$ cat src/hw/rtl/sorted_timer_queue_unit_defines.svh
// Assertion macros shared by the sorted timer queue RTL.
`ifndef SORTED_TIMER_QUEUE_UNIT_DEFINES_SVH
`define SORTED_TIMER_QUEUE_UNIT_DEFINES_SVH

// Same-cycle implication, sampled on clk and disabled while rst_n is low.
`define STQ_ASSERT_SAME(lbl, ante, cons, msg) \
    lbl: assert property (@(posedge clk) disable iff (!rst_n) (ante) |-> (cons)) \
        else $error(msg);

// Next-cycle implication, sampled on clk and disabled while rst_n is low.
`define STQ_ASSERT_NEXT(lbl, ante, cons, msg) \
    lbl: assert property (@(posedge clk) disable iff (!rst_n) (ante) |=> (cons)) \
        else $error(msg);

`endif

$ cat src/hw/rtl/stq_pkg.sv
// Types and constants shared by the sorted timer queue modules.
`default_nettype none

package stq_pkg;

    localparam int ID_W        = 4;
    localparam int ID_NUM      = 2 ** ID_W;
    localparam int TIME_W      = 32;
    localparam int MODE_W      = 2;
    localparam int MAX_RESULTS = 16;
    localparam int POP_W       = $clog2(MAX_RESULTS + 1);

    typedef enum logic [MODE_W-1:0] {
        MODE_ADD    = 2'd0,
        MODE_ADJUST = 2'd1,
        MODE_DELETE = 2'd2,
        MODE_TICK   = 2'd3
    } mode_t;

    typedef enum logic [3:0] {
        ST_IDLE,
        ST_FIND,
        ST_ADJ_CHK,
        ST_RM_RD,
        ST_RM_MV,
        ST_INS_RD,
        ST_INS_CMP,
        ST_TK_HEAD,
        ST_TK_CHK,
        ST_RESP
    } state_t;

    typedef struct packed {
        logic [ID_W-1:0]   id;
        logic [TIME_W-1:0] expiry;
    } entry_t;

endpackage

`default_nettype wire

$ cat src/hw/rtl/stq_req_if.sv
// Request channel interface of the sorted timer queue.
`default_nettype none

interface stq_req_if;
    logic                        valid;
    logic                        ready;
    logic [stq_pkg::MODE_W-1:0]  mode;
    logic [stq_pkg::ID_W-1:0]    timer_id;
    logic [stq_pkg::TIME_W-1:0]  expire_time;
    logic [stq_pkg::TIME_W-1:0]  now;

    modport source (output valid, mode, timer_id, expire_time, now, input ready);
    modport sink (input valid, mode, timer_id, expire_time, now, output ready);
endinterface

`default_nettype wire

$ cat src/hw/rtl/stq_rsp_if.sv
// Result channel interface of the sorted timer queue.
`default_nettype none

interface stq_rsp_if;
    logic                      valid;
    logic                      ready;
    logic [stq_pkg::ID_W-1:0]  result_id;
    logic                      expired;
    logic                      status;
    logic                      last;

    modport source (output valid, result_id, expired, status, last, input ready);
    modport sink (input valid, result_id, expired, status, last, output ready);
endinterface

`default_nettype wire

$ cat src/hw/rtl/stq_list_ram.sv
// Ordered list memory: one write and one registered read per cycle.
`default_nettype none

module stq_list_ram #(
    parameter int DEPTH = 16,
    parameter int AW    = 4
) (
    input  wire logic            clk,
    input  wire logic            we,
    input  wire logic [AW-1:0]   waddr,
    input  wire stq_pkg::entry_t wdata,
    input  wire logic            re,
    input  wire logic [AW-1:0]   raddr,
    output stq_pkg::entry_t      rdata
);

    stq_pkg::entry_t mem [DEPTH];
    stq_pkg::entry_t rdata_reg;

    always_ff @(posedge clk)
    begin
        if (we)
        begin
            mem[waddr] <= wdata;
        end
        if (re)
        begin
            rdata_reg <= mem[raddr];
        end
    end

    assign rdata = rdata_reg;

endmodule

`default_nettype wire

$ cat src/hw/rtl/stq_seq.sv
// Sequencer that walks the ordered list for add, adjust, delete and tick.
`default_nettype none

module stq_seq #(
    parameter int NUM_TIMERS = 16,
    parameter int AW         = $clog2(NUM_TIMERS)
) (
    input  wire logic                clk,
    input  wire logic                rst_n,
    stq_req_if.sink                  req,
    stq_rsp_if.source                rsp,
    output logic                     ram_we,
    output logic [AW-1:0]            ram_waddr,
    output stq_pkg::entry_t          ram_wdata,
    output logic                     ram_re,
    output logic [AW-1:0]            ram_raddr,
    input  wire stq_pkg::entry_t     ram_rdata
);

    localparam int CW = $clog2(NUM_TIMERS + 1);
    localparam int XW = CW + 1;

    stq_pkg::state_t                 state_reg, state_next;
    stq_pkg::mode_t                  mode_reg, mode_next;
    logic [stq_pkg::ID_W-1:0]        id_reg, id_next;
    logic [stq_pkg::TIME_W-1:0]      exp_reg, exp_next;
    logic [stq_pkg::TIME_W-1:0]      now_reg, now_next;
    logic [stq_pkg::TIME_W-1:0]      prev_exp_reg, prev_exp_next;
    logic [AW-1:0]                   ptr_reg, ptr_next;
    logic [CW-1:0]                   cnt_reg, cnt_next;
    logic [stq_pkg::ID_NUM-1:0]      act_reg, act_next;
    logic [stq_pkg::POP_W-1:0]       pops_reg, pops_next;
    logic [stq_pkg::ID_W-1:0]        pend_id_reg, pend_id_next;
    logic                            st_reg, st_next;

    logic                            ov_reg;
    logic [stq_pkg::ID_W-1:0]        o_id_reg;
    logic                            o_exp_reg;
    logic                            o_st_reg;
    logic                            o_last_reg;

    logic                            emit;
    logic [stq_pkg::ID_W-1:0]        em_id;
    logic                            em_exp;
    logic                            em_st;
    logic                            em_last;

    logic                            out_free;
    logic                            id_ok;
    logic [XW-1:0]                   ptr_x;
    logic [XW-1:0]                   cnt_x;
    logic                            prev_ok;
    logic                            next_ok;
    stq_pkg::mode_t                  req_mode;

    assign out_free = !ov_reg || rsp.ready;
    assign id_ok    = (32'(req.timer_id) < NUM_TIMERS);
    assign ptr_x    = XW'(ptr_reg);
    assign cnt_x    = XW'(cnt_reg);
    assign req_mode = stq_pkg::mode_t'(req.mode);
    assign req.ready = (state_reg == stq_pkg::ST_IDLE);

    assign prev_ok = (ptr_reg == '0) || (prev_exp_reg <= exp_reg);
    assign next_ok = !((ptr_x + XW'(1)) < cnt_x) || (exp_reg <= ram_rdata.expiry);

    always_comb
    begin
        state_next    = state_reg;
        mode_next     = mode_reg;
        id_next       = id_reg;
        exp_next      = exp_reg;
        now_next      = now_reg;
        prev_exp_next = prev_exp_reg;
        ptr_next      = ptr_reg;
        cnt_next      = cnt_reg;
        act_next      = act_reg;
        pops_next     = pops_reg;
        pend_id_next  = pend_id_reg;
        st_next       = st_reg;

        ram_we        = 1'b0;
        ram_waddr     = ptr_reg;
        ram_wdata     = '{id: id_reg, expiry: exp_reg};
        ram_re        = 1'b0;
        ram_raddr     = ptr_reg;

        emit          = 1'b0;
        em_id         = id_reg;
        em_exp        = 1'b0;
        em_st         = st_reg;
        em_last       = 1'b1;

        case (state_reg)
            stq_pkg::ST_IDLE:
            begin
                if (req.valid)
                begin
                    mode_next = req_mode;
                    id_next   = req.timer_id;
                    exp_next  = req.expire_time;
                    now_next  = req.now;
                    st_next   = 1'b0;
                    case (req_mode)
                        stq_pkg::MODE_TICK:
                        begin
                            pops_next  = '0;
                            state_next = stq_pkg::ST_TK_HEAD;
                        end
                        stq_pkg::MODE_ADD:
                        begin
                            if (!id_ok || act_reg[req.timer_id])
                            begin
                                st_next    = 1'b1;
                                state_next = stq_pkg::ST_RESP;
                            end
                            else
                            begin
                                act_next[req.timer_id] = 1'b1;
                                ptr_next   = cnt_reg[AW-1:0];
                                state_next = stq_pkg::ST_INS_RD;
                            end
                        end
                        default:
                        begin
                            if (!id_ok || !act_reg[req.timer_id])
                            begin
                                st_next    = 1'b1;
                                state_next = stq_pkg::ST_RESP;
                            end
                            else
                            begin
                                ptr_next   = '0;
                                ram_re     = 1'b1;
                                ram_raddr  = '0;
                                state_next = stq_pkg::ST_FIND;
                            end
                        end
                    endcase
                end
            end

            stq_pkg::ST_FIND:
            begin
                ram_re    = 1'b1;
                ram_raddr = ptr_reg + AW'(1);
                if (ram_rdata.id == id_reg)
                begin
                    if (mode_reg == stq_pkg::MODE_ADJUST)
                    begin
                        state_next = stq_pkg::ST_ADJ_CHK;
                    end
                    else
                    begin
                        act_next[id_reg] = 1'b0;
                        state_next = stq_pkg::ST_RM_RD;
                    end
                end
                else
                begin
                    prev_exp_next = ram_rdata.expiry;
                    ptr_next      = ptr_reg + AW'(1);
                end
            end

            stq_pkg::ST_ADJ_CHK:
            begin
                if (prev_ok && next_ok)
                begin
                    ram_we     = 1'b1;
                    ram_waddr  = ptr_reg;
                    state_next = stq_pkg::ST_RESP;
                end
                else
                begin
                    state_next = stq_pkg::ST_RM_RD;
                end
            end

            stq_pkg::ST_RM_RD, stq_pkg::ST_RM_MV:
            begin
                if (state_reg == stq_pkg::ST_RM_MV)
                begin
                    ram_we    = 1'b1;
                    ram_waddr = ptr_reg;
                    ram_wdata = ram_rdata;
                    ptr_next  = ptr_reg + AW'(1);
                end
                if ((state_reg == stq_pkg::ST_RM_RD) && ((ptr_x + XW'(1)) < cnt_x))
                begin
                    ram_re     = 1'b1;
                    ram_raddr  = ptr_reg + AW'(1);
                    state_next = stq_pkg::ST_RM_MV;
                end
                else if ((state_reg == stq_pkg::ST_RM_MV) && ((ptr_x + XW'(2)) < cnt_x))
                begin
                    ram_re    = 1'b1;
                    ram_raddr = ptr_reg + AW'(1) + AW'(1);
                end
                else
                begin
                    cnt_next = cnt_reg - CW'(1);
                    case (mode_reg)
                        stq_pkg::MODE_ADJUST:
                        begin
                            ptr_next   = AW'(cnt_reg - CW'(1));
                            state_next = stq_pkg::ST_INS_RD;
                        end
                        stq_pkg::MODE_TICK:
                        begin
                            state_next = stq_pkg::ST_TK_HEAD;
                        end
                        default:
                        begin
                            state_next = stq_pkg::ST_RESP;
                        end
                    endcase
                end
            end

            stq_pkg::ST_INS_RD:
            begin
                if (ptr_reg == '0)
                begin
                    ram_we     = 1'b1;
                    ram_waddr  = '0;
                    cnt_next   = cnt_reg + CW'(1);
                    state_next = stq_pkg::ST_RESP;
                end
                else
                begin
                    ram_re     = 1'b1;
                    ram_raddr  = ptr_reg - AW'(1);
                    state_next = stq_pkg::ST_INS_CMP;
                end
            end

            stq_pkg::ST_INS_CMP:
            begin
                ram_we    = 1'b1;
                ram_waddr = ptr_reg;
                if (ram_rdata.expiry > exp_reg)
                begin
                    ram_wdata = ram_rdata;
                    ptr_next  = ptr_reg - AW'(1);
                    if (ptr_reg == AW'(1))
                    begin
                        state_next = stq_pkg::ST_INS_RD;
                    end
                    else
                    begin
                        ram_re    = 1'b1;
                        ram_raddr = ptr_reg - AW'(1) - AW'(1);
                    end
                end
                else
                begin
                    cnt_next   = cnt_reg + CW'(1);
                    state_next = stq_pkg::ST_RESP;
                end
            end

            stq_pkg::ST_TK_HEAD, stq_pkg::ST_TK_CHK:
            begin
                if (((state_reg == stq_pkg::ST_TK_HEAD) &&
                     ((cnt_reg == '0) ||
                      (pops_reg == stq_pkg::POP_W'(stq_pkg::MAX_RESULTS)))) ||
                    ((state_reg == stq_pkg::ST_TK_CHK) && (ram_rdata.expiry > now_reg)))
                begin
                    if (out_free)
                    begin
                        emit       = 1'b1;
                        em_st      = 1'b0;
                        em_last    = 1'b1;
                        em_exp     = (pops_reg != '0);
                        em_id      = (pops_reg != '0) ? pend_id_reg : '0;
                        state_next = stq_pkg::ST_IDLE;
                    end
                end
                else if (state_reg == stq_pkg::ST_TK_HEAD)
                begin
                    ram_re     = 1'b1;
                    ram_raddr  = '0;
                    state_next = stq_pkg::ST_TK_CHK;
                end
                else if ((pops_reg == '0) || out_free)
                begin
                    emit         = (pops_reg != '0);
                    em_id        = pend_id_reg;
                    em_exp       = 1'b1;
                    em_st        = 1'b0;
                    em_last      = 1'b0;
                    pend_id_next = ram_rdata.id;
                    pops_next    = pops_reg + stq_pkg::POP_W'(1);
                    act_next[ram_rdata.id] = 1'b0;
                    ptr_next     = '0;
                    state_next   = stq_pkg::ST_RM_RD;
                end
            end

            stq_pkg::ST_RESP:
            begin
                if (out_free)
                begin
                    emit       = 1'b1;
                    state_next = stq_pkg::ST_IDLE;
                end
            end

            default:
            begin
                state_next = stq_pkg::ST_IDLE;
            end
        endcase
    end

    always_ff @(posedge clk or negedge rst_n)
    begin
        if (!rst_n)
        begin
            state_reg <= stq_pkg::ST_IDLE;
            cnt_reg   <= '0;
            act_reg   <= '0;
            pops_reg  <= '0;
            ov_reg    <= 1'b0;
        end
        else
        begin
            state_reg <= state_next;
            cnt_reg   <= cnt_next;
            act_reg   <= act_next;
            pops_reg  <= pops_next;
            if (emit)
            begin
                ov_reg <= 1'b1;
            end
            else if (rsp.ready)
            begin
                ov_reg <= 1'b0;
            end
        end
    end

    always_ff @(posedge clk)
    begin
        mode_reg     <= mode_next;
        id_reg       <= id_next;
        exp_reg      <= exp_next;
        now_reg      <= now_next;
        prev_exp_reg <= prev_exp_next;
        ptr_reg      <= ptr_next;
        pend_id_reg  <= pend_id_next;
        st_reg       <= st_next;
        if (emit)
        begin
            o_id_reg   <= em_id;
            o_exp_reg  <= em_exp;
            o_st_reg   <= em_st;
            o_last_reg <= em_last;
        end
    end

    assign rsp.valid     = ov_reg;
    assign rsp.result_id = o_id_reg;
    assign rsp.expired   = o_exp_reg;
    assign rsp.status    = o_st_reg;
    assign rsp.last      = o_last_reg;

endmodule

`default_nettype wire

$ cat src/hw/rtl/sorted_timer_queue_unit.sv
// Sorted timer queue: up to NUM_TIMERS timers kept in ascending expiry order.
// Requests arrive on req (mode, timer_id, expire_time, now); every request
// gives one or more result words on rsp, the final one marked by last.
// Add, adjust and delete return one word echoing timer_id with status set
// when the slot state does not allow the operation. Tick returns one word per
// expired timer, oldest expiry first, at most sixteen per tick, or a single
// word with expired clear when nothing is due.
// One request is worked on at a time; req.ready is high only between requests.
// The ordered list lives in a memory with a registered read port and a
// sequencer walks it one entry per cycle, but a tick holds its walk while
// the output register is still full.
// Results sit in an output register, so a request is accepted while the last
// word of the previous one still waits; when rsp.ready is low the sequencer
// holds at its next word until the register frees up.
// Reset clears the active flags, the entry count and the output valid flag;
// the list memory needs no clearing as only entries below the count are used.
`default_nettype none

`include "sorted_timer_queue_unit_defines.svh"

module sorted_timer_queue_unit #(
    parameter int NUM_TIMERS = 16
) (
    input  wire logic   clk,
    input  wire logic   rst_n,
    stq_req_if.sink     req,
    stq_rsp_if.source   rsp
);

    localparam int AW = $clog2(NUM_TIMERS);

    logic               ram_we;
    logic [AW-1:0]      ram_waddr;
    stq_pkg::entry_t    ram_wdata;
    logic               ram_re;
    logic [AW-1:0]      ram_raddr;
    stq_pkg::entry_t    ram_rdata;

    stq_list_ram #(
        .DEPTH (NUM_TIMERS),
        .AW    (AW)
    ) u_list_ram (
        .clk   (clk),
        .we    (ram_we),
        .waddr (ram_waddr),
        .wdata (ram_wdata),
        .re    (ram_re),
        .raddr (ram_raddr),
        .rdata (ram_rdata)
    );

    stq_seq #(
        .NUM_TIMERS (NUM_TIMERS),
        .AW         (AW)
    ) u_seq (
        .clk       (clk),
        .rst_n     (rst_n),
        .req       (req),
        .rsp       (rsp),
        .ram_we    (ram_we),
        .ram_waddr (ram_waddr),
        .ram_wdata (ram_wdata),
        .ram_re    (ram_re),
        .ram_raddr (ram_raddr),
        .ram_rdata (ram_rdata)
    );

    `STQ_ASSERT_NEXT(a_busy_after_accept, req.valid && req.ready, !req.ready, "request accepted while busy")
    `STQ_ASSERT_SAME(a_no_rw_collision, ram_we && ram_re, ram_waddr != ram_raddr, "list read and write hit one entry")
    `STQ_ASSERT_SAME(a_expired_ok, rsp.valid && rsp.expired, !rsp.status, "expired word carries error status")
    `STQ_ASSERT_SAME(a_plain_is_last, rsp.valid && !rsp.expired, rsp.last, "non-expiry word is not the last")

endmodule

`default_nettype wire
$ cat src/flat_wrapper.sv
// flat-port wrapper written by rule: the top's interface ports become plain ports
module sorted_timer_queue_unit_flat 
#(
    parameter int NUM_TIMERS = 16
)
  (clk, rst_n, req_valid, req_mode, req_timer_id, req_expire_time, req_now, req_ready, rsp_valid, rsp_result_id, rsp_expired, rsp_status, rsp_last, rsp_ready);
  stq_req_if req_i ();
  stq_rsp_if rsp_i ();
  input  wire logic clk;
  input  wire logic rst_n;
  input wire logic [$bits(req_i.valid)-1:0] req_valid;
  input wire logic [$bits(req_i.mode)-1:0] req_mode;
  input wire logic [$bits(req_i.timer_id)-1:0] req_timer_id;
  input wire logic [$bits(req_i.expire_time)-1:0] req_expire_time;
  input wire logic [$bits(req_i.now)-1:0] req_now;
  output wire logic [$bits(req_i.ready)-1:0] req_ready;
  output wire logic [$bits(rsp_i.valid)-1:0] rsp_valid;
  output wire logic [$bits(rsp_i.result_id)-1:0] rsp_result_id;
  output wire logic [$bits(rsp_i.expired)-1:0] rsp_expired;
  output wire logic [$bits(rsp_i.status)-1:0] rsp_status;
  output wire logic [$bits(rsp_i.last)-1:0] rsp_last;
  input wire logic [$bits(rsp_i.ready)-1:0] rsp_ready;
  assign req_i.valid = req_valid;
  assign req_i.mode = req_mode;
  assign req_i.timer_id = req_timer_id;
  assign req_i.expire_time = req_expire_time;
  assign req_i.now = req_now;
  assign req_ready = req_i.ready;
  assign rsp_valid = rsp_i.valid;
  assign rsp_result_id = rsp_i.result_id;
  assign rsp_expired = rsp_i.expired;
  assign rsp_status = rsp_i.status;
  assign rsp_last = rsp_i.last;
  assign rsp_i.ready = rsp_ready;
  sorted_timer_queue_unit #(.NUM_TIMERS(NUM_TIMERS)) u_core (.clk(clk), .rst_n(rst_n), .req(req_i), .rsp(rsp_i));
endmodule
$ cat config.mk
export PLATFORM = sky130hd
export DESIGN_NAME = sorted_timer_queue_unit_flat
export DESIGN_NICKNAME = d
export VERILOG_FILES = /design/src/hw/rtl/stq_pkg.sv /design/src/hw/rtl/stq_req_if.sv /design/src/hw/rtl/stq_rsp_if.sv /design/src/hw/rtl/stq_list_ram.sv /design/src/hw/rtl/stq_seq.sv /design/src/hw/rtl/sorted_timer_queue_unit.sv /design/src/flat_wrapper.sv
export VERILOG_INCLUDE_DIRS = /design/src /design/src/hw/rtl
export SDC_FILE = /design/constraint.sdc
export NUM_CORES = 1
export LEC_CHECK = 0
export BUFFER_PORTS_ARGS = -buffer_cell sky130_fd_sc_hd__buf_2
export CAP_MARGIN = 5
export CORE_MARGIN = 2
export CORE_UTILIZATION = 45
export CTS_CLUSTER_SIZE = 40
export DETAILED_ROUTE_END_ITERATION = 10
export GPL_TIMING_DRIVEN = 0
export SYNTH_ARGS = -nofsm -noshare
export SYNTH_HDL_FRONTEND = slang
export SYNTH_SLANG_ARGS = --single-unit
export TNS_END_PERCENT = 5
$ cat constraint.sdc
create_clock -name clk -period 7.69 [get_ports clk]
set_input_delay 1.9225 -clock clk [delete_from_list [all_inputs] [get_ports clk]]
set_output_delay 1.9225 -clock clk [all_outputs]
set_load 0.005 [all_outputs]
Yosys cells after proc, flatten, opt, wreduce, memory -nomap -nowiden
Memories as Yosys holds them, arrays and structs flattened. A register that Yosys moved wholly into a read port is not among the register bits.
Index checks and enable logic that the tools add are counted.
{"block": "word_totals", "reg_bits": 149, "mem_bits_rw": 576, "inputBits": 74, "out_inout_bits": 9, "wordCells": 239, "n_memories": 1}
{"memory": "u_core.u_list_ram.mem", "words": 16, "width": 36, "rd": 1, "rd_ports_with_merged_regs": 1, "write_ports": 1, "line": "stq_list_ram.sv:17", "text": "stq_pkg::entry_t mem [DEPTH];"}
{"block": "classes", "n_addsub": 9, "magnitude_cmp": 12, "n_eq_ne": 35, "n_mux": 117, "n_bitwise": 9, "reduce_logical": 39}
{"op": "$mux 4", "n": 43}
{"op": "$mux 16", "n": 8}
{"op": "$mux 36", "n": 2}
{"op": "$pmux 36 s2", "n": 1}
{"op": "$gt 32x32->1", "n": 2}
{"op": "$le 32x32->1", "n": 2}
{"op": "$pmux 16 s3", "n": 1}
{"op": "$mux 5", "n": 9}
{"op": "$mux 1", "n": 37}
{"op": "$and 16x16->16", "n": 2}
{"op": "$not 16->16", "n": 2}
{"op": "$pmux 4 s8", "n": 1}
{"op": "$ne 2x2->1 const B", "n": 14}
{"op": "$pmux 4 s2", "n": 3}
{"op": "$pmux 4 s6", "n": 1}
{"op": "$pmux 4 s5", "n": 1}
{"op": "$reduce_and 9->1", "n": 2}
{"op": "$eq 4x3->1 const B", "n": 4}
{"op": "$or 16x16->16", "n": 1}
{"op": "$lt 4x5->1 const B", "n": 3}
{"op": "$pmux 5 s3", "n": 1}
{"op": "$demux 1 s4", "n": 3}
{"op": "$ge 4x1->1 const B", "n": 3}
{"op": "$add 5x1->5 const B", "n": 2}
{"op": "37 further kinds", "n": 73}

Logic depth before layout (Yosys ltp)
{"block": "logic_depth", "word_depth": 10, "ltp_mapped": 19, "ltp_nobuf": 15}

Modules after synthesis
A second synthesis with hierarchy kept.
{"block": "unflattened", "cells_unflattened": 1913, "area_unflattened_um2": 32621.3}
{"module": "stq_list_ram", "instances": 1, "cells_each": 938, "area_each_um2": 22679.3, "seq_area_each_um2": 18377.6}
{"module": "stq_seq", "instances": 1, "cells_each": 975, "area_each_um2": 9942.0, "seq_area_each_um2": 4319.1}

Least setup slack after synthesis
OpenSTA, ideal clock, no wires.
{"block": "synth_path", "path_type": "input to register", "startpoint": "input req_timer_id[2]", "endpoint": "register, netlist name u_core.u_list_ram.rdata[34]", "arrival_ns": 4.438, "t_required_ns": 7.426, "path_slack_ns": 2.987, "stages": 14, "path_buffers": 4, "path_cell_list": "buf_2 mux4_2 mux2_2 o2bb2ai_1 o21ai_0 a22oi_1 and2_1 buf_6 nand2_4 buf_6 buf_6 mux4_2 nand2_1 nand3_1"}
{"block": "synth_between", "elab_chain_len": 6, "elab_cells_between_ends": 10, "cone_classes": "mux: 10"}
{"element": "start, declared", "line": "flat_wrapper.sv:13", "text": "input wire logic [$bits(req_i.timer_id)-1:0] req_timer_id;"}
{"element": "$bmux 1 s4 (*)", "line": "stq_seq.sv:125", "text": "if (!id_ok || !act_reg[req.timer_id])"}
{"element": "$mux 1 (implied by the code) (*)", "line": "stq_seq.sv:125"}
{"element": "$mux 4 / $mux 1 (equally long branches)", "line": "stq_seq.sv:125"}
{"element": "$mux 4 / $mux 1 (equally long branches)", "line": "stq_seq.sv:103", "text": "case (req_mode)"}
{"element": "$mux 4 / $mux 1 (equally long branches)", "line": "stq_seq.sv:96", "text": "if (req.valid)"}
{"element": "$pmux 4 s6 / $pmux 1 s6 (equally long branches)", "line": "stq_seq.sv:93", "text": "case (state_reg)"}
Every way passes the cells marked *; elsewhere a longest branch is shown, timed or not. The select of a mux whose other input is x is not followed.
A chain may end at the register's enable or synchronous reset.

==> impl_metrics.ini <==
[run_status]
outcome = complete, no violations

[logic_synthesis]
synth_ff_type = edfxtp_1
ys_types = 77
yosysWarnings = 0
syn_inst = 2495
synth-seq-area-share_pct = 67.4
yosys_register_bits = 761
synth_edf_count = 730
synth.avg_cell_area_sq_um = 13.5
synth_area_sq_um = 33700
synthArstFlopShare_pct = 4.07
syn_nets = 2690

[final_layout]
utilization_pct = 52.0
largest_register_ffs = 576
fin_nets = 2896
diodes = 0
syn_to_final_growth_pct = 14.7
drive_gt1_share_pct = 13.6

[grt]
grt_pass1_wl_um = 138000
grt-ovfl-total = 0
grt_util_all_layers_pct = 23.9
antenna_found_initial = 0
grt_max_degree = 40
grt_pass1_vias = 21876

[place]
port_buffers = 82
hpwlAfterDp_um = 65100
gp_congestion = 0.866

[floorplanning]
die_x_um = 278
design.core.area_sq_um = 74300
start_util_pct = 45.3
rows = 100
dieArea_sq_um = 77100
pin_count = 83
fp.dieH_um = 278

[worst_setup_path]
cp.required_ns = 7.94
r2r-end = u_core.u_list_ram.mem[0][20]
cp_max_fo = 16
rr_worst_depth = 11
timing.rr.start = u_core.u_list_ram.rdata[27]
worstPathArrival_ns = 6.41
path_class = reg -> reg
crit_end = u_core.u_list_ram.mem[0][20]
r2r_slack_ns = 1.53
cp-end-kind = flip-flop
startpoint = u_core.u_list_ram.rdata[27]
critPathLaunchType = flip-flop

[route]
ant_nets = 0
routed_via_density = 5.88
drc_errors = 0
vias = 21961
wire_per_inst_um = 24.8
wirelength_um = 92500
dr.first_iter.drc_count = 2230
firstDrtPassIters = 6

[cts]
cts_hold_buf = 0
postCtsResizedCells = 0
clkLatencyLatePin_ns = 0.62
cts_root_buffer = clkbuf_16
cts_setup_buffers = 0
numCtsBuffers = 81
htree_levels = 3
clock_tree.buffer_depth = 3
path_clk_slew_ns = 0.06
clock_sinks = 761
cts_tree = done

[job]
drv_cap = 0

[timing]
maxSlewHeadroom_pct = 13.6
fmax_mhz = 162
fin_crit_ns = 6.16
skew_ns = 0.0183
rsz0062_at_grt = no
period_share_pct = 80.1
drv_slew = 0
setup_viol = 0
final_hold_viol_count = 0
worst_pin_slew_ns = 1.28
fin_tns_setup_ns = 0

[worst_hold_path]
whs_path_depth = 0
min_path_type = reg -> reg
==> final cells by class <==
class	instances	area [sq um]
Clock buffer	91	2090
Sequential cell	761	22700
Tap cell	969	1210
Fill cell	6258	35700
Timing Repair Buffer	123	967
Clock inverter	54	643
Inverter	86	323
Buffer	141	656
Multi-Input combinational cell	1507	10000
==> worst min-delay path by stage <==
stage | startpoint | to | slack (ns)
after floorplan | u_core.u_list_ram.rdata[0] | u_core.u_seq.prev_exp_reg[0] | 0.44
after global placement | u_core.u_list_ram.rdata[0] | u_core.u_seq.prev_exp_reg[0] | 0.47
after detailed placement | u_core.u_list_ram.rdata[0] | u_core.u_seq.prev_exp_reg[0] | 0.46
after CTS | u_core.u_list_ram.rdata[0] | u_core.u_seq.prev_exp_reg[0] | 0.48
after global routing | u_core.u_list_ram.rdata[0] | u_core.u_seq.prev_exp_reg[0] | 0.50
final | u_core.u_list_ram.rdata[0] | u_core.u_seq.prev_exp_reg[0] | 0.47
==> placed cells by master (no fill, tap or decap), types with 15 or more instances in the layout <==
cell type,instances
edfxtp_1,730
a311o_1,35
buf_2,126
nor2_1,45
xnor2_1,15
ha_1,121
nand3_1,129
a211oi_1,40
buf_12,18
a32oi_1,38
nand4_1,28
a211o_1,38
and3_2,16
a21oi_1,148
clkbuf_1,95
dfrtp_1,31
mux2i_1,111
a31o_2,35
o21ai_0,49
nand2_1,364
buf_4,18
clkbuf_16,82
and3_1,43
inv_1,86
o21ai_1,26
a21o_1,30
nor2b_1,24
==> Yosys cell counts (24+ instances only) <==
master | n | share of area, %
clkbuf_1 | 86 | 0.96
mux2i_1 | 111 | 3.3
a211o_1 | 38 | 0.99
a21oi_1 | 148 | 2.2
nor2_1 | 45 | 0.50
buf_2 | 38 | 0.56
nand3_1 | 129 | 1.9
inv_1 | 86 | 0.96
and3_1 | 59 | 1.1
a31o_2 | 35 | 0.91
a32oi_1 | 38 | 0.99
a21o_1 | 30 | 0.67
dfrtp_1 | 31 | 2.3
edfxtp_1 | 730 | 65
nand4_1 | 28 | 0.52
o21ai_0 | 74 | 1.1
nand2_1 | 365 | 4.1
a311o_1 | 35 | 1.0
ha_1 | 121 | 4.5
a211oi_1 | 40 | 0.89
nor2b_1 | 24 | 0.45
==> cells by family (layout without fill, tap and decap cells) <==
logic type	after synthesis	count (layout)	share of synthesized area, %
DFF	761	761	67.4
adders and majority gates	121	121	4.49
and+or+nand+nor	722	722	9.97
buffers and inverters	227	495	2.90
xor gates and xnor gates	20	20	0.520
muxes	123	123	3.87
AOI/OAI and AO/OA	521	521	10.9
==> routing by layer <==
layer | GRT usage [%] | wire, um
met3 | 4.11 | 6470
met4 | 9.33 | 3330
met1 | 31.7 | 38400
met2 | 39.4 | 44300
met5 | 0 | 0
==> stage by stage <==
step | instance area [sq um] | worst slack (ns) | hold WS, ns | instances
finish | 38600 | 1.53 | 0.472 | 3732
global route | 38600 | 1.24 | 0.502 | 3732
CTS | 38600 | 1.38 | 0.478 | 3732
detailed placement | 35900 | 1.41 | 0.461 | 3587
global placement | 35300 | 0.798 | 0.470 | 3546
floorplan | 33700 | 2.99 | 0.444 | 2495
==> worst max-delay path: stages (launching register included) <==
cell	delay, ns
edfxtp_1	0.48
ha_1	0.36
nand4_1	0.20
nor4_1	1.01
nand2b_1	0.22
a31oi_1	0.48
nor3_1	0.29
nor3b_2	0.77
clkbuf_1	0.49
clkbuf_1	0.68
nand2_1	0.13
o21ai_1	0.64
Power is left out: the tool's default activity adds up to more than one toggle a clock period on the data nets, which glitch-free logic cannot reach.
